`src/hw/rtl/pfc_pkg.sv`:
```
// ----------------------------------------------------------------------------
// pfc_pkg
// Shared types, constants and helpers for the Playfair digraph cipher.
// ----------------------------------------------------------------------------
`timescale 1ns / 1ps

package pfc_pkg;

  localparam int unsigned SQUARE_SIDE = 5;
  localparam int unsigned CELLS       = SQUARE_SIDE * SQUARE_SIDE;
  localparam int unsigned LETTERS     = 26;
  localparam int unsigned IDX_W       = 5;
  localparam int unsigned RC_W        = 3;

  localparam logic [IDX_W-1:0] IDX_I = 5'd8;
  localparam logic [IDX_W-1:0] IDX_J = 5'd9;

  localparam logic [7:0] ASCII_UP_A = 8'h41;
  localparam logic [7:0] ASCII_UP_Z = 8'h5A;
  localparam logic [7:0] ASCII_LO_A = 8'h61;
  localparam logic [7:0] ASCII_LO_Z = 8'h7A;
  localparam logic [7:0] CASE_DIFF  = 8'h20;

  typedef enum logic [2:0] {
    CMD_START_KEY  = 3'd0,
    CMD_KEY_LETTER = 3'd1,
    CMD_FINISH_KEY = 3'd2,
    CMD_ENCIPHER   = 3'd3,
    CMD_DECIPHER   = 3'd4
  } command_e;

  typedef enum logic [1:0] {
    STAT_OK            = 2'd0,
    STAT_NOT_IN_SQUARE = 2'd1,
    STAT_WRONG_PHASE   = 2'd2
  } status_e;

  typedef enum logic [3:0] {
    S_IDLE,
    S_FILL,
    S_FIN_OUT,
    S_LOOK_A,
    S_LOOK_B,
    S_CALC,
    S_SQ_A,
    S_SQ_B,
    S_SQ_C
  } seq_state_e;

  typedef struct packed {
    logic [RC_W-1:0] row;
    logic [RC_W-1:0] col;
  } pos_t;

  typedef struct packed {
    logic [IDX_W-1:0] cell1;
    logic [IDX_W-1:0] cell2;
  } pair_cells_t;

  function automatic logic is_upper(input logic [7:0] ch);
    return (ch >= ASCII_UP_A) && (ch <= ASCII_UP_Z);
  endfunction

  // upper-case letter to index, J folded onto I
  function automatic logic [IDX_W-1:0] fold_index(input logic [7:0] ch);
    logic [7:0] diff;
    diff = ch - ASCII_UP_A;
    if (diff[IDX_W-1:0] == IDX_J) begin
      return IDX_I;
    end
    return diff[IDX_W-1:0];
  endfunction

  function automatic pos_t split_pos(input logic [IDX_W-1:0] cell_idx);
    pos_t p;
    logic [IDX_W-1:0] rem;
    if (cell_idx >= IDX_W'(4 * SQUARE_SIDE)) begin
      p.row = RC_W'(4);
      rem   = cell_idx - IDX_W'(4 * SQUARE_SIDE);
    end else if (cell_idx >= IDX_W'(3 * SQUARE_SIDE)) begin
      p.row = RC_W'(3);
      rem   = cell_idx - IDX_W'(3 * SQUARE_SIDE);
    end else if (cell_idx >= IDX_W'(2 * SQUARE_SIDE)) begin
      p.row = RC_W'(2);
      rem   = cell_idx - IDX_W'(2 * SQUARE_SIDE);
    end else if (cell_idx >= IDX_W'(SQUARE_SIDE)) begin
      p.row = RC_W'(1);
      rem   = cell_idx - IDX_W'(SQUARE_SIDE);
    end else begin
      p.row = RC_W'(0);
      rem   = cell_idx;
    end
    p.col = rem[RC_W-1:0];
    return p;
  endfunction

  function automatic logic [IDX_W-1:0] join_pos(input pos_t p);
    return (IDX_W'(p.row) << 2) + IDX_W'(p.row) + IDX_W'(p.col);
  endfunction

  function automatic logic [RC_W-1:0] step_rc(input logic [RC_W-1:0] v,
                                              input logic             back);
    if (back) begin
      return (v == '0) ? RC_W'(SQUARE_SIDE - 1) : v - RC_W'(1);
    end
    return (v == RC_W'(SQUARE_SIDE - 1)) ? '0 : v + RC_W'(1);
  endfunction

endpackage

```
`src/hw/rtl/pfc_ram.sv`:
```
// ----------------------------------------------------------------------------
// pfc_ram
// Generic single-port-write, single-port-read RAM with registered read data.
// ----------------------------------------------------------------------------
`timescale 1ns / 1ps

module pfc_ram #(
  parameter int unsigned  WIDTH  = 8,
  parameter int unsigned  DEPTH  = 32,
  localparam int unsigned ADDR_W = $clog2(DEPTH)
) (
  input  logic              clk_i,
  input  logic              wr_en_i,
  input  logic [ADDR_W-1:0] wr_addr_i,
  input  logic [WIDTH-1:0]  wr_data_i,
  input  logic              rd_en_i,
  input  logic [ADDR_W-1:0] rd_addr_i,
  output logic [WIDTH-1:0]  rd_data_o
);

  logic [WIDTH-1:0] mem_q [DEPTH];
  logic [WIDTH-1:0] rd_data_q;

  always_ff @(posedge clk_i) begin
    if (wr_en_i) begin
      mem_q[wr_addr_i] <= wr_data_i;
    end
    if (rd_en_i) begin
      rd_data_q <= mem_q[rd_addr_i];
    end
  end

  assign rd_data_o = rd_data_q;

endmodule

```
`src/hw/rtl/pfc_grid.sv`:
```
// ----------------------------------------------------------------------------
// pfc_grid
// Digraph rule unit: maps two square positions to the two target cells
// using the row, column or rectangle rule.
// ----------------------------------------------------------------------------
`timescale 1ns / 1ps

module pfc_grid
  import pfc_pkg::*;
(
  input  logic [IDX_W-1:0] p1_i,
  input  logic [IDX_W-1:0] p2_i,
  input  logic             decipher_i,
  output pair_cells_t      cells_o
);

  pos_t pa, pb, ta, tb;

  always_comb begin
    pa = split_pos(p1_i);
    pb = split_pos(p2_i);
    ta = pa;
    tb = pb;
    priority if (pa.row == pb.row) begin
      ta.col = step_rc(pa.col, decipher_i);
      tb.col = step_rc(pb.col, decipher_i);
    end else if (pa.col == pb.col) begin
      ta.row = step_rc(pa.row, decipher_i);
      tb.row = step_rc(pb.row, decipher_i);
    end else begin
      ta.col = pb.col;
      tb.col = pa.col;
    end
    cells_o.cell1 = join_pos(ta);
    cells_o.cell2 = join_pos(tb);
  end

endmodule

```
`src/hw/rtl/playfair_digraph_cipher_top.sv`:
```
// ----------------------------------------------------------------------------
// playfair_digraph_cipher_top
// Sequence: start key and key letter are answered from idle; finish key walks
//   the letters A..Z through the placement logic; a cipher pair takes two cell
//   RAM reads, the rule unit and two square RAM reads; errors answer from idle.
// Throughput: one transaction at a time; stall is held until the result is
//   registered. Reset clears the used flags, fill count and ready flag; the
//   square RAMs are not cleared.
// ----------------------------------------------------------------------------
`timescale 1ns / 1ps

module playfair_digraph_cipher_top
  import pfc_pkg::*;
(
  input  logic       clk_i,
  input  logic       rst_ni,
  input  logic       in_valid_i,
  output logic       in_stall_o,
  input  logic [2:0] command_i,
  input  logic [7:0] first_char_i,
  input  logic [7:0] second_char_i,
  output logic       out_valid_o,
  input  logic       out_stall_i,
  output logic [7:0] first_out_o,
  output logic [7:0] second_out_o,
  output logic [1:0] status_o
);

  seq_state_e state_q, state_d;

  logic [LETTERS-1:0] used_q;
  logic [IDX_W-1:0]   fill_q;
  logic               ready_q;
  logic [IDX_W-1:0]   walk_q;
  logic [IDX_W-1:0]   idx_a_q, idx_b_q;
  logic               dec_q;
  logic [IDX_W-1:0]   p1_q;
  pair_cells_t        cells_q;
  logic [IDX_W-1:0]   let1_q;

  logic       out_valid_q;
  logic [7:0] out_first_q, out_second_q;
  status_e    out_status_q;

  logic       out_free, in_accept;
  logic [7:0] key_up;
  logic       key_ok, a_ok, b_ok;
  logic [IDX_W-1:0] key_idx;

  logic             place_req, place_en;
  logic [IDX_W-1:0] place_idx;
  logic             cell_rd_en, sq_rd_en;
  logic [IDX_W-1:0] cell_rd_addr, sq_rd_addr;
  logic [IDX_W-1:0] cell_rd_data, sq_rd_data;
  pair_cells_t      cells_calc;

  logic       out_load;
  logic [7:0] out_first_d, out_second_d;
  status_e    out_status_d;
  logic       used_clear, ready_set, pair_load, walk_start;

  assign out_free   = !out_valid_q || !out_stall_i;
  assign in_stall_o = !((state_q == S_IDLE) && out_free);
  assign in_accept  = in_valid_i && !in_stall_o;

  always_comb begin
    key_up  = ((first_char_i >= ASCII_LO_A) && (first_char_i <= ASCII_LO_Z)) ?
              first_char_i - CASE_DIFF : first_char_i;
    key_ok  = is_upper(key_up);
    key_idx = fold_index(key_up);
    a_ok    = is_upper(first_char_i);
    b_ok    = is_upper(second_char_i);
  end

  assign place_en = place_req && !used_q[place_idx] && (fill_q < IDX_W'(CELLS));

  // next state
  always_comb begin
    state_d = state_q;
    unique case (state_q)
      S_IDLE: begin
        if (in_accept) begin
          unique case (command_i)
            CMD_FINISH_KEY: if (!ready_q) state_d = S_FILL;
            CMD_ENCIPHER, CMD_DECIPHER: begin
              if (ready_q && a_ok && b_ok) state_d = S_LOOK_A;
            end
            default: state_d = S_IDLE;
          endcase
        end
      end
      S_FILL:    if (walk_q == IDX_W'(LETTERS - 1)) state_d = S_FIN_OUT;
      S_FIN_OUT: if (out_free) state_d = S_IDLE;
      S_LOOK_A:  state_d = S_LOOK_B;
      S_LOOK_B:  state_d = S_CALC;
      S_CALC:    state_d = S_SQ_A;
      S_SQ_A:    state_d = S_SQ_B;
      S_SQ_B:    state_d = S_SQ_C;
      S_SQ_C:    if (out_free) state_d = S_IDLE;
      default:   state_d = S_IDLE;
    endcase
  end

  // outputs
  always_comb begin
    place_req    = 1'b0;
    place_idx    = key_idx;
    cell_rd_en   = 1'b0;
    cell_rd_addr = idx_a_q;
    sq_rd_en     = 1'b0;
    sq_rd_addr   = cells_q.cell1;
    out_load     = 1'b0;
    out_first_d  = '0;
    out_second_d = '0;
    out_status_d = STAT_OK;
    used_clear   = 1'b0;
    ready_set    = 1'b0;
    pair_load    = 1'b0;
    walk_start   = 1'b0;
    unique case (state_q)
      S_IDLE: begin
        if (in_accept) begin
          unique case (command_i)
            CMD_START_KEY: begin
              used_clear = 1'b1;
              out_load   = 1'b1;
            end
            CMD_KEY_LETTER: begin
              out_load = 1'b1;
              if (ready_q) begin
                out_status_d = STAT_WRONG_PHASE;
              end else begin
                place_req = key_ok;
              end
            end
            CMD_FINISH_KEY: begin
              walk_start = 1'b1;
              out_load   = ready_q;
            end
            CMD_ENCIPHER, CMD_DECIPHER: begin
              pair_load    = 1'b1;
              out_first_d  = first_char_i;
              out_second_d = second_char_i;
              if (!ready_q) begin
                out_load     = 1'b1;
                out_status_d = STAT_WRONG_PHASE;
              end else if (!(a_ok && b_ok)) begin
                out_load     = 1'b1;
                out_status_d = STAT_NOT_IN_SQUARE;
              end
            end
            default: begin
              out_load     = 1'b1;
              out_status_d = STAT_WRONG_PHASE;
            end
          endcase
        end
      end
      S_FILL: begin
        place_idx = walk_q;
        place_req = (walk_q != IDX_J);
      end
      S_FIN_OUT: begin
        ready_set = 1'b1;
        out_load  = out_free;
      end
      S_LOOK_A: begin
        cell_rd_en   = 1'b1;
        cell_rd_addr = idx_a_q;
      end
      S_LOOK_B: begin
        cell_rd_en   = 1'b1;
        cell_rd_addr = idx_b_q;
      end
      S_CALC: ;
      S_SQ_A: begin
        sq_rd_en   = 1'b1;
        sq_rd_addr = cells_q.cell1;
      end
      S_SQ_B: begin
        sq_rd_en   = 1'b1;
        sq_rd_addr = cells_q.cell2;
      end
      S_SQ_C: begin
        out_load     = out_free;
        out_first_d  = ASCII_UP_A + {3'b000, let1_q};
        out_second_d = ASCII_UP_A + {3'b000, sq_rd_data};
      end
      default: ;
    endcase
  end

  pfc_ram #(
    .WIDTH (IDX_W),
    .DEPTH (CELLS)
  ) u_square_ram (
    .clk_i     (clk_i),
    .wr_en_i   (place_en),
    .wr_addr_i (fill_q),
    .wr_data_i (place_idx),
    .rd_en_i   (sq_rd_en),
    .rd_addr_i (sq_rd_addr),
    .rd_data_o (sq_rd_data)
  );

  pfc_ram #(
    .WIDTH (IDX_W),
    .DEPTH (LETTERS)
  ) u_cell_ram (
    .clk_i     (clk_i),
    .wr_en_i   (place_en),
    .wr_addr_i (place_idx),
    .wr_data_i (fill_q),
    .rd_en_i   (cell_rd_en),
    .rd_addr_i (cell_rd_addr),
    .rd_data_o (cell_rd_data)
  );

  pfc_grid u_grid (
    .p1_i       (p1_q),
    .p2_i       (cell_rd_data),
    .decipher_i (dec_q),
    .cells_o    (cells_calc)
  );

  // control state
  always_ff @(posedge clk_i or negedge rst_ni) begin
    if (!rst_ni) begin
      state_q     <= S_IDLE;
      used_q      <= '0;
      fill_q      <= '0;
      ready_q     <= 1'b0;
      out_valid_q <= 1'b0;
    end else begin
      state_q <= state_d;
      if (used_clear) begin
        used_q  <= '0;
        fill_q  <= '0;
        ready_q <= 1'b0;
      end else begin
        if (place_en) begin
          used_q[place_idx] <= 1'b1;
          fill_q            <= fill_q + IDX_W'(1);
        end
        if (ready_set) begin
          ready_q <= 1'b1;
        end
      end
      if (out_load) begin
        out_valid_q <= 1'b1;
      end else if (!out_stall_i) begin
        out_valid_q <= 1'b0;
      end
    end
  end

  // payload
  always_ff @(posedge clk_i) begin
    if (walk_start) begin
      walk_q <= '0;
    end else if (state_q == S_FILL) begin
      walk_q <= walk_q + IDX_W'(1);
    end
    if (pair_load) begin
      idx_a_q <= fold_index(first_char_i);
      idx_b_q <= fold_index(second_char_i);
      dec_q   <= (command_i == CMD_DECIPHER);
    end
    if (state_q == S_LOOK_B) begin
      p1_q <= cell_rd_data;
    end
    if (state_q == S_CALC) begin
      cells_q <= cells_calc;
    end
    if (state_q == S_SQ_B) begin
      let1_q <= sq_rd_data;
    end
    if (out_load) begin
      out_first_q  <= out_first_d;
      out_second_q <= out_second_d;
      out_status_q <= out_status_d;
    end
  end

  assign out_valid_o  = out_valid_q;
  assign first_out_o  = out_first_q;
  assign second_out_o = out_second_q;
  assign status_o     = out_status_q;

endmodule
```
`config.mk`:
```
export PLATFORM = sky130hd
export DESIGN_NAME = playfair_digraph_cipher_top
export DESIGN_NICKNAME = d
export VERILOG_FILES = /design/src/hw/rtl/pfc_pkg.sv /design/src/hw/rtl/pfc_ram.sv /design/src/hw/rtl/pfc_grid.sv /design/src/hw/rtl/playfair_digraph_cipher_top.sv
export SDC_FILE = /design/constraint.sdc
export NUM_CORES = 1
export LEC_CHECK = 0
export BUFFER_PORTS_ARGS = -buffer_cell sky130_fd_sc_hd__buf_4
export CAP_MARGIN = 40
export CORE_ASPECT_RATIO = 2
export CORE_MARGIN = 1.5
export CORE_UTILIZATION = 55
export CTS_CLUSTER_SIZE = 8
export DETAILED_ROUTE_END_ITERATION = 10
export GPL_TIMING_DRIVEN = 0
export PLACE_DENSITY_LB_ADDON = 0.3
export SYNTH_ARGS = -nofsm -noshare
export SYNTH_HDL_FRONTEND = slang
export SYNTH_SLANG_ARGS = --single-unit
```
`constraint.sdc`:
```
create_clock -name clk_i -period 6 [get_ports clk_i]
set_input_delay 0.9 -clock clk_i [delete_from_list [all_inputs] [get_ports clk_i]]
set_output_delay 0.9 -clock clk_i [all_outputs]
set_load 0.02 [all_outputs]
```
# [Word-level counts from Yosys, hierarchy flattened]
# Memories as Yosys holds them, arrays and structs flattened. A register that Yosys moved wholly into a read port is not among the register bits.
# Index checks and enable logic that the tools add are counted.
# W data, S select, Z words.
[totals] mem_count=2 ramBits=255 regBits=91 input_bits=23
[mem_list] memory="u_cell_ram.mem_q" words=26 width=5 read_ports=1 rd_clocked_by_memory_dff=1 wr=1 line_no="pfc_ram.sv:21" rtl="logic [WIDTH-1:0] mem_q [DEPTH];"
[mem_list] memory="u_square_ram.mem_q" words=25 width=5 read_ports=1 rd_clocked_by_memory_dff=1 wr=1 line_no="pfc_ram.sv:21"
[classes] eq_ne=29 addsub=28 reduce_logical=32 n_bitwise=1 muxes=111 magnitude_cmp=19
[op_table] cell="$mux W3" n=38
[op_table] cell="$mux W5" n=11
[op_table] cell="$mux W26" n=2
[op_table] cell="$mux W8" n=5
[op_table] cell="$mux W1" n=38
[op_table] cell="$ge A8 B7 Y1 const B" n=4
[op_table] cell="$le A8 B7 Y1 const B" n=4
[op_table] cell="$pmux W4 S8" n=1
[op_table] cell="$pmux W8 S2" n=2
[op_table] cell="$or A26 B26 Y26" n=1
[op_table] cell="$add A5 B3 Y5" n=4
[op_table] cell="$ge A5 B4 Y1 const B" n=4
[op_table] cell="$mux W4" n=5
[op_table] cell="$sub A3 B3 Y3 const B" n=6
[op_table] cell="$add A7 B5 Y8 const A" n=2
[op_table] cell="$eq A4 B3 Y1 const B" n=4
[op_table] cell="$eq A3 B3 Y1 const B" n=5
[op_table] cell="$eq A5 B4 Y1 const B" n=3
[op_table] cell="$logic_not A3 Y1" n=5
[op_table] cell="$sub A5 B1 Y5 const B" n=3
[op_table] cell="$add A3 B1 Y3 const B" n=4
[op_table] cell="$logic_and A1 B1 Y1" n=12
[op_table] cell="$sub A3 B1 Y3 const B" n=4
[op_table] cell="$add A5 B1 Y5 const B" n=2
[op_table] cell="31 further kinds" n=51

# [Logic depth before layout (Yosys ltp)]
# Gate-level depths: netlist of run 1.
[depth] word_depth=15 ltp_mapped=20

# [Hierarchy]
# From an unflattened synthesis of run 1, not the netlist that was laid out.
[hier_totals] cells_unflattened=1271 area_unflattened_um2=17250.3
[by_module_without_submodules] module="pfc_ram at u_cell_ram" cells_each=314 area_each_um2=5416.4 instances=1 seq_area_each_um2=4053.9
[by_module_without_submodules] module="pfc_ram at u_square_ram" cells_each=272 area_each_um2=5128.7 instances=1 seq_area_each_um2=3903.7
[by_module_without_submodules] module="playfair_digraph_cipher_top" cells_each=473 area_each_um2=4943.5 instances=1 seq_area_each_um2=2497.4
[by_module_without_submodules] module="pfc_grid" cells_each=212 area_each_um2=1761.7 instances=1 seq_area_each_um2=0.0

# [Least setup slack after synthesis of run 1]
# No wires, ideal clock.
[synth_timing] path_type="input to register" from="input first_char_i[0]" to="memory u_cell_ram.mem_q[11][0] (netlist name), enable pin" setup_time_ns=0.381 t_required_ns=5.619 arrival_time_ns=4.412 n_path_buf=5 path_slack_ns=1.207 path_stages=15 path_cell_list="buf_2 -> inv_1 -> ha_1 -> clkbuf_1 -> or4b_1 -> o22ai_1 -> o31a_1 -> buf_2 -> buf_2 -> mux2i_1 -> o2bb2ai_1 -> a221oi_1 -> nand2_1 -> clkbuf_1 -> nor4_1"
[synth_via] elab_chain_cells=15 word_cells_on_any_way=24 classes_between="add/sub (2); order compare (4); eq/ne (1); mux (12); reduce/logical (5)"
[synth_lines] item="start, declared" line_no="playfair_digraph_cipher_top.sv:20" rtl="input logic [7:0] first_char_i,"
[synth_lines] item="$ge A8 B7 Y1 or $le A8 B7 Y1 (tied branches)" line_no="playfair_digraph_cipher_top.sv:67" rtl="key_up = ((first_char_i >= ASCII_LO_A) && (first_char_i <= ASCII_LO_Z)) ?"
[synth_lines] item="$logic_and A1 B1 Y1" line_no="playfair_digraph_cipher_top.sv:67"
[synth_lines] item="$mux W8 *" line_no="playfair_digraph_cipher_top.sv:67"
[synth_lines] item="$sub A5 B1 Y5" line_no="pfc_pkg.sv:67" rtl="diff = ch - ASCII_UP_A;"
[synth_lines] item="$eq A5 B4 Y1" line_no="pfc_pkg.sv:68" rtl="if (diff[IDX_W-1:0] == IDX_J) begin"
[synth_lines] item="$mux W1" line_no="pfc_pkg.sv:68"
[synth_lines] item="$mux W5" line_no="pfc_pkg.sv:71" rtl="return diff[IDX_W-1:0];"
[synth_lines] item="$mux W5" line_no="playfair_digraph_cipher_top.sv:120" rtl="unique case (state_q)"
[synth_lines] item="$bmux W1 S5" line_no="playfair_digraph_cipher_top.sv:75" rtl="assign place_en = place_req && !used_q[place_idx] && (fill_q < IDX_W'(CELLS));"
[synth_lines] item="$mux W1 (not written as such)" line_no="playfair_digraph_cipher_top.sv:75"
[synth_lines] item="$logic_not A1 Y1" line_no="playfair_digraph_cipher_top.sv:75"
[synth_lines] item="$logic_and A1 B1 Y1 (2 in series)" line_no="playfair_digraph_cipher_top.sv:75"
[synth_lines] item="$mux W1" line_no="pfc_ram.sv:25" rtl="if (wr_en_i) begin"
[synth_lines] item="$mux W1 (not written as such)" line_no="pfc_ram.sv:26" rtl="mem_q[wr_addr_i] <= wr_data_i;"
[synth_lines] item="end, declared" line_no="pfc_ram.sv:21"
# Every way passes the cells marked *; elsewhere a longest branch is shown, timed or not. The select of a mux whose other input is x is not followed.

# [Worst setup path in the final report of run 1]
[layout_timing] from="input first_char_i[0]" to="memory u_cell_ram.mem_q[10][3] (netlist name), enable pin"
# The elaborated chain is that of the path after synthesis.

==> impl_metrics.env, run 1 <==
export IMPL_viasPerCell=6.27
export IMPL_grt_max_degree=38
export IMPL_syn_nets=1391
export IMPL_drtIter0Drc=918
export IMPL_async_reset_ff_frac=0.104
export IMPL_cts_hold_buf=0
export IMPL_yosys_warnings=0
export IMPL_rsz0062_at_grt="false"
export IMPL_start_util=0.556
export IMPL_gp_congestion=0.899
export IMPL_r2r_setup_slack_ns=0.92
export IMPL_cts_resized=0
export IMPL_most_common_layout_cells="edfxtp_1, nand2_1, clkbuf_1, nor2_1, ha_1"
export IMPL_min_period_over_period=0.978
export IMPL_whs_ns=0.305
export IMPL_arrival_ns=6.05
export IMPL_row_count=91
export IMPL_yosysSeqAreaShare=0.611
export IMPL_setup_viol=0
export IMPL_hpwl_um=30900
export IMPL_remaining_drc_errors=0
export IMPL_synth_flop_cell="edfxtp_1"
export IMPL_first_pass_iters=6
export IMPL_register_area_sq_mm=0.0105
export IMPL_syn_inst=1311
export IMPL_nets=1509
export IMPL_final_common_cell="edfxtp_1"
export IMPL_wirelength_um=42700
export IMPL_clk_latency_ns=0.58
export IMPL_cts_root_buf="clkbuf_16"
export IMPL_hold_path_class="in -> async"
export IMPL_die_h_um=252
export IMPL_cts_reportedPaths_clkPinSlew_ns=0.05
export IMPL_drive_gt1_frac=0.140
export IMPL_finalHoldViolCount=0
export IMPL_core_sq_mm=0.0307
export IMPL_cts_tree="built"
export IMPL_via_count=11600
export IMPL_fin_skew_ns=0.0226
export IMPL_die_w_um=128
export IMPL_r2r_end="cells_q[4]"
export IMPL_r2r_worst_path_cells=14
export IMPL_synth_cell_types=78
export IMPL_multi_input_area_sq_mm=0.00614
export IMPL_period_minus_slack_ns=5.87
export IMPL_cp_start_kind="input pin"
export IMPL_reg2reg_from="u_cell_ram.rd_data_o[1]"
export IMPL_clock_sinks=356
export IMPL_utilization=0.640
export IMPL_grt_pass1_vias=11800
export IMPL_worstPathRequired_ns=6.18
export IMPL_slew_violations=0
export IMPL_ys_seq_elements=356
export IMPL_endpoint_kind="flop"
export IMPL_cts_max_path_buffers=3
export IMPL_overflow=0
export IMPL_fmaxAchievable_mhz=170
export IMPL_grt_pass1_wl_um=65000
export IMPL_syn_area_per_cell_sq_um=13.0
export IMPL_ant_nets=0
export IMPL_ios=43
export IMPL_wire_per_inst_um=23.1
export IMPL_io_buffer_count=40
export IMPL_crit_fanout=10
export IMPL_irDropWorstVdd_mv=0.420
export IMPL_synth_edf_count=314
export IMPL_worst_slew_pin_slew_ns=1.04
export IMPL_cts_htree_levels=2
export IMPL_relSlewSlack=0.302
export IMPL_status="completed"
export IMPL_pwr_density_cell_mw_per_mm2=521
export IMPL_cts_inserted_buffers=50
export IMPL_grt_usage=0.269
export IMPL_post_cts_buffers=0
export IMPL_nFillCells=2286
export IMPL_worstSetupPathType="in -> reg"
export IMPL_antenna_found_initial=0
export IMPL_fp_dieArea_sq_mm=0.0322
export IMPL_syn_area_sq_mm=0.0171
export IMPL_drv_cap=0
export IMPL_area_growth_pct=15.0
export IMPL_p_leak_nw=7.17
power breakdown:
part	internal [mW]	switching, mW
Combinational	1.54	2.57
Sequential	3.30	0.184
Clock	1.62	1.04
Total	6.46	3.79
metrics by stage:
| step | std cells | instance area [sq um] | power [mW] | TNS, ns | worst slack, ns |
|---|---|---|---|---|---|
| 6_report | 1844 | 19700 | 10.3 | 0 | 0.130 |
| 5_1_grt | 1843 | 19700 | 10.8 | 0 | 0.00637 |
| 4_1_cts | 1841 | 19600 | 10.3 | 0 | 0.333 |
| 3_5_place_dp | 1747 | 18100 | 7.61 | -14.04 | -0.252 |
| 3_3_place_gp | 1723 | 17900 | 7.40 | -21.41 | -0.491 |
| 2_1_floorplan | 1311 | 17100 | 6.21 | 0 | 1.21 |
registers in the layout (all words and copies together) (netlist names), 2 cells and up:
signal	count
u_cell_ram.mem_q	130
u_square_ram.mem_q	125
used_q	26
cells_q	10
first_out_o	8
second_out_o	8
fill_q	5
idx_a_q	5
idx_b_q	5
let1_q	5
p1_q	5
u_cell_ram.rd_data_o	5
u_square_ram.rd_data_o	5
walk_q	5
state_q	4
status_o	2
layout make-up:
cell class	count	share of cell area
antenna	1	0.000127
buffer	84	0.0174
clock buffer	92	0.0738
clock inverter	2	0.00146
inverter	48	0.00916
multi-input combinational	823	0.312
sequential	356	0.532
tap	372	0.0237
timing repair buffer	66	0.0303
synthesized netlist by cell type, types with 5 or more instances:
library cell / number / area share
edfxtp_1: 314 / 0.55
nand2_1: 147 / 0.032
nor2_1: 60 / 0.013
clkbuf_1: 58 / 0.013
ha_1: 53 / 0.039
mux2i_1: 50 / 0.029
inv_1: 48 / 0.011
a21oi_1: 40 / 0.012
nor3_1: 40 / 0.012
dfrtp_1: 37 / 0.054
nand3_1: 33 / 0.0097
mux4_2: 30 / 0.040
o21ai_0: 27 / 0.0079
and3_1: 26 / 0.0095
a211oi_1: 25 / 0.011
buf_2: 20 / 0.0059
o211ai_1: 17 / 0.0075
xnor2_1: 16 / 0.0082
a22o_1: 15 / 0.0077
xor2_1: 15 / 0.0077
and2_0: 14 / 0.0051
mux2_2: 13 / 0.0086
a211o_1: 12 / 0.0061
a311oi_1: 12 / 0.0061
a32o_1: 12 / 0.0070
nor2b_1: 12 / 0.0044
a31oi_1: 11 / 0.0040
o31ai_1: 11 / 0.0048
nand2b_1: 9 / 0.0033
nor4_1: 8 / 0.0029
a21o_1: 7 / 0.0031
buf_1: 6 / 0.0013
or3_1: 6 / 0.0022
a22oi_1: 5 / 0.0022
a311o_1: 5 / 0.0029
a31o_2: 5 / 0.0026
and2_1: 5 / 0.0018
dfxtp_1: 5 / 0.0059
o21ai_1: 5 / 0.0015
worst max-delay path: stages:
cell	delay, ns
buf_4	0.09
buf_2	0.23
inv_1	0.12
ha_1	0.21
clkbuf_1	0.18
or4b_1	0.54
o22ai_1	0.42
o31a_1	0.20
buf_2	0.30
buf_2	0.33
mux2i_1	0.25
o2bb2ai_1	0.11
a221oi_1	0.71
nand2_1	0.29
clkbuf_1	0.35
nor3_1	0.81
worst max path at each step:
stage                          startpoint                 endpoint  slack, ns  depth (start not counted)
after detailed placement  first_char_i[0]  u_cell_ram.mem_q[16][3]      -0.25                         16
after CTS                 first_char_i[0]  u_cell_ram.mem_q[16][0]       0.33                         16
final                     first_char_i[0]  u_cell_ram.mem_q[10][3]       0.13                         16
after floorplan           first_char_i[0]  u_cell_ram.mem_q[11][0]       1.21                         15
after global placement    first_char_i[0]  u_cell_ram.mem_q[21][3]      -0.49                         16
after global routing      first_char_i[0]  u_cell_ram.mem_q[10][3]      0.006                         16
kinds of logic (layout without fill, tap and decap cells):
logic type,count (synthesis),after routing,synth area share
XOR/XNOR,32,32,0.0172
adder cells (fa/ha/maj),57,57,0.0435
AO/OA/AOI/OAI,252,252,0.109
AND/OR/NAND/NOR,388,388,0.111
flip-flops,356,356,0.611
multiplexers,94,94,0.0780
buffers and inverters,132,292,0.0304
other,0,1,0
per-layer routing:
metal | global-route usage | vias up | part of all wire
met3 | 0.0324 | 174 | 0.037
li1 | - | 5251 | -
met2 | 0.522 | 420 | 0.57
met1 | 0.254 | 5725 | 0.32
met4 | 0.189 | 0 | 0.074
met5 | 0 | - | 0
(Power assumes the default switching activity.)
==> inputs of run 2 (changes only) <==
--- a/config.mk
+++ b/config.mk
@@ -14,6 +14,7 @@
 export DETAILED_ROUTE_END_ITERATION = 10
 export GPL_TIMING_DRIVEN = 0
 export PLACE_DENSITY_LB_ADDON = 0.3
+export REMOVE_ABC_BUFFERS = 1
 export SYNTH_ARGS = -nofsm -noshare
 export SYNTH_HDL_FRONTEND = slang
 export SYNTH_SLANG_ARGS = --single-unit
==> run 2 against run 1 <==
Against the previous run:
- combinational power shrank 3%
- power decreased by 0.93%
- largest power group unchanged
- worst hold slack lost 0.0017 ns
==> impl_metrics.env, run 2 (same netlist as run 1, synthesis figures left out) <==
export IMPL_status="completed"
export IMPL_wire_per_inst_um=22.6
export IMPL_setup_viol=0
export IMPL_grt_pass1_wl_um=61800
export IMPL_area_growth_pct=15.3
export IMPL_utilization=0.641
export IMPL_ios=43
export IMPL_register_area_sq_mm=0.0105
export IMPL_gp_congestion=0.864
export IMPL_most_common_layout_cells="edfxtp_1, nand2_1, nor2_1, ha_1, clkbuf_16"
export IMPL_worstPathRequired_ns=6.26
export IMPL_nets=1444
export IMPL_min_period_over_period=0.928
export IMPL_relSlewSlack=0.399
export IMPL_diodes=0
export IMPL_final_cells=1767
export IMPL_cts_reportedPaths_clkPinSlew_ns=0.05
export IMPL_ant_nets=0
export IMPL_top_regs="u_cell_ram.mem_q: 130 flops, u_square_ram.mem_q: 125 flops, used_q: 26 flops"
export IMPL_fp_dieArea_sq_mm=0.0322
export IMPL_worst_slew_pin_slew_ns=0.882
export IMPL_drtIter0Drc=793
export IMPL_p_leak_nw=7.15
export IMPL_remaining_drc_errors=0
export IMPL_overflow=0
export IMPL_final_common_cell="edfxtp_1"
export IMPL_irDropWorstVdd_mv=0.397
export IMPL_grt_usage=0.254
export IMPL_drive_gt1_frac=0.154
export IMPL_period_minus_slack_ns=5.57
export IMPL_io_buffer_count=42
export IMPL_rsz0062_at_grt="false"
export IMPL_clk_latency_ns=0.57
export IMPL_crit_slowest_cell="a2111oi_2"
export IMPL_cts_tree="built"
export IMPL_worstSetupPathType="in -> reg"
export IMPL_startpoint="first_char_i[0]"
export IMPL_slew_violations=0
export IMPL_viasPerCell=6.26
export IMPL_post_cts_buffers=0
export IMPL_cp_cell_sequence="buf_4 -> inv_1 -> ha_1 -> or4b_1 -> o22ai_1 -> o31a_2 -> buf_8 -> inv_2 -> buf_12 -> a211oi_1 -> a311oi_1 -> a2111oi_2 -> nand2_2 -> buf_8 -> nor4_1 -> buf_1"
export IMPL_cp_start_kind="input pin"
export IMPL_cts_inserted_buffers=50
export IMPL_largest_reg_flops=130
export IMPL_reg2reg_from="state_q[3]"
export IMPL_arrival_ns=5.82
export IMPL_row_count=91
export IMPL_grt_max_degree=48
export IMPL_nFillCells=2232
export IMPL_crit_top_cell="buf_8"
export IMPL_cts_htree_levels=2
export IMPL_die_w_um=128
export IMPL_grt_pass1_vias=11600
export IMPL_cts_root_buf="clkbuf_16"
export IMPL_drv_cap=0
export IMPL_first_pass_iters=6
export IMPL_antenna_found_initial=0
export IMPL_core_sq_mm=0.0307
export IMPL_hpwl_um=28500
export IMPL_placed_cells=1684
export IMPL_total_power_mw=10.2
export IMPL_fmaxAchievable_mhz=180
export IMPL_wirelength_um=39900
export IMPL_finalHoldViolCount=0
export IMPL_crit_fanout=39
export IMPL_multi_input_area_sq_mm=0.00624
export IMPL_slowest_delay_ns=0.62
export IMPL_fin_skew_ns=0.0273
export IMPL_cts_max_path_buffers=3
export IMPL_pwr_density_cell_mw_per_mm2=515
export IMPL_die_h_um=252
export IMPL_endpoint_kind="flop"
export IMPL_hold_path_class="in -> async"
export IMPL_largest_register="u_cell_ram.mem_q"
export IMPL_via_count=11100
export IMPL_start_util=0.556
export IMPL_clock_sinks=356
[run 2: report_power, final]
part / switching (mW) / leakage (nW) / internal, mW
clock: 1.00 / 0.690 / 1.58
sequential: 0.300 / 3.33 / 3.31
combinational: 2.36 / 3.13 / 1.60
[run 2: cell type report]
type                    instances  share of cell area
clock buffers                  79              0.0690
multi-input cells             823               0.316
clock inverters                 4             0.00451
repair buffers                 85              0.0473
inverters                      48             0.00914
flip-flops and latches        356               0.530
well taps                     372              0.0236
[run 2: critical path, delay by kind of cell]
kind,cells,cell delay [ns]
AND/OR/NAND/NOR,3,1.40
AO/OA/AOI/OAI,5,1.83
adder cells (fa/ha/maj),1,0.30
buffers and inverters,7,1.37
[run 2: path summary, 6_finish.rpt]
check | depth (start not counted) | endpoint | slack (ns)
max reg2reg | 12 | u_cell_ram.mem_q[20][2] | 0.62
max in group asynchronous | 1 | out_valid_o | 5.30
max | 16 | u_cell_ram.mem_q[20][2] | 0.43
min in group clk_i | 2 | used_q[17] | 0.49
min reg2reg | 2 | used_q[17] | 0.49
min | 1 | used_q[16] | 0.30
[run 2: routing by layer]
layer  wire length (um)  track usage  vias up
met4               2540        0.161        0
met5                  0            0        -
met1              13400        0.251     5434
met3               1660       0.0366      144
met2              22300        0.484      355
li1                   -            -     5123
[run 2: timing repair]
action	4_1_cts	5_1_grt
hold buffers	0	0
setup endpoints to repair	6	64
gates resized for setup	1	2
[run 2: stage by stage]
stage,worst slack (ns),cell area [sq um],setup TNS (ns),hold WS (ns)
global route,0.184,19700,0,0.337
floorplan,0.0819,16800,0,0.447
finish,0.435,19700,0,0.303
global placement,-2.39,17500,-597.98,0.458
detailed placement,-0.604,18300,-61.17,0.476
CTS,0.158,19700,0,0.306
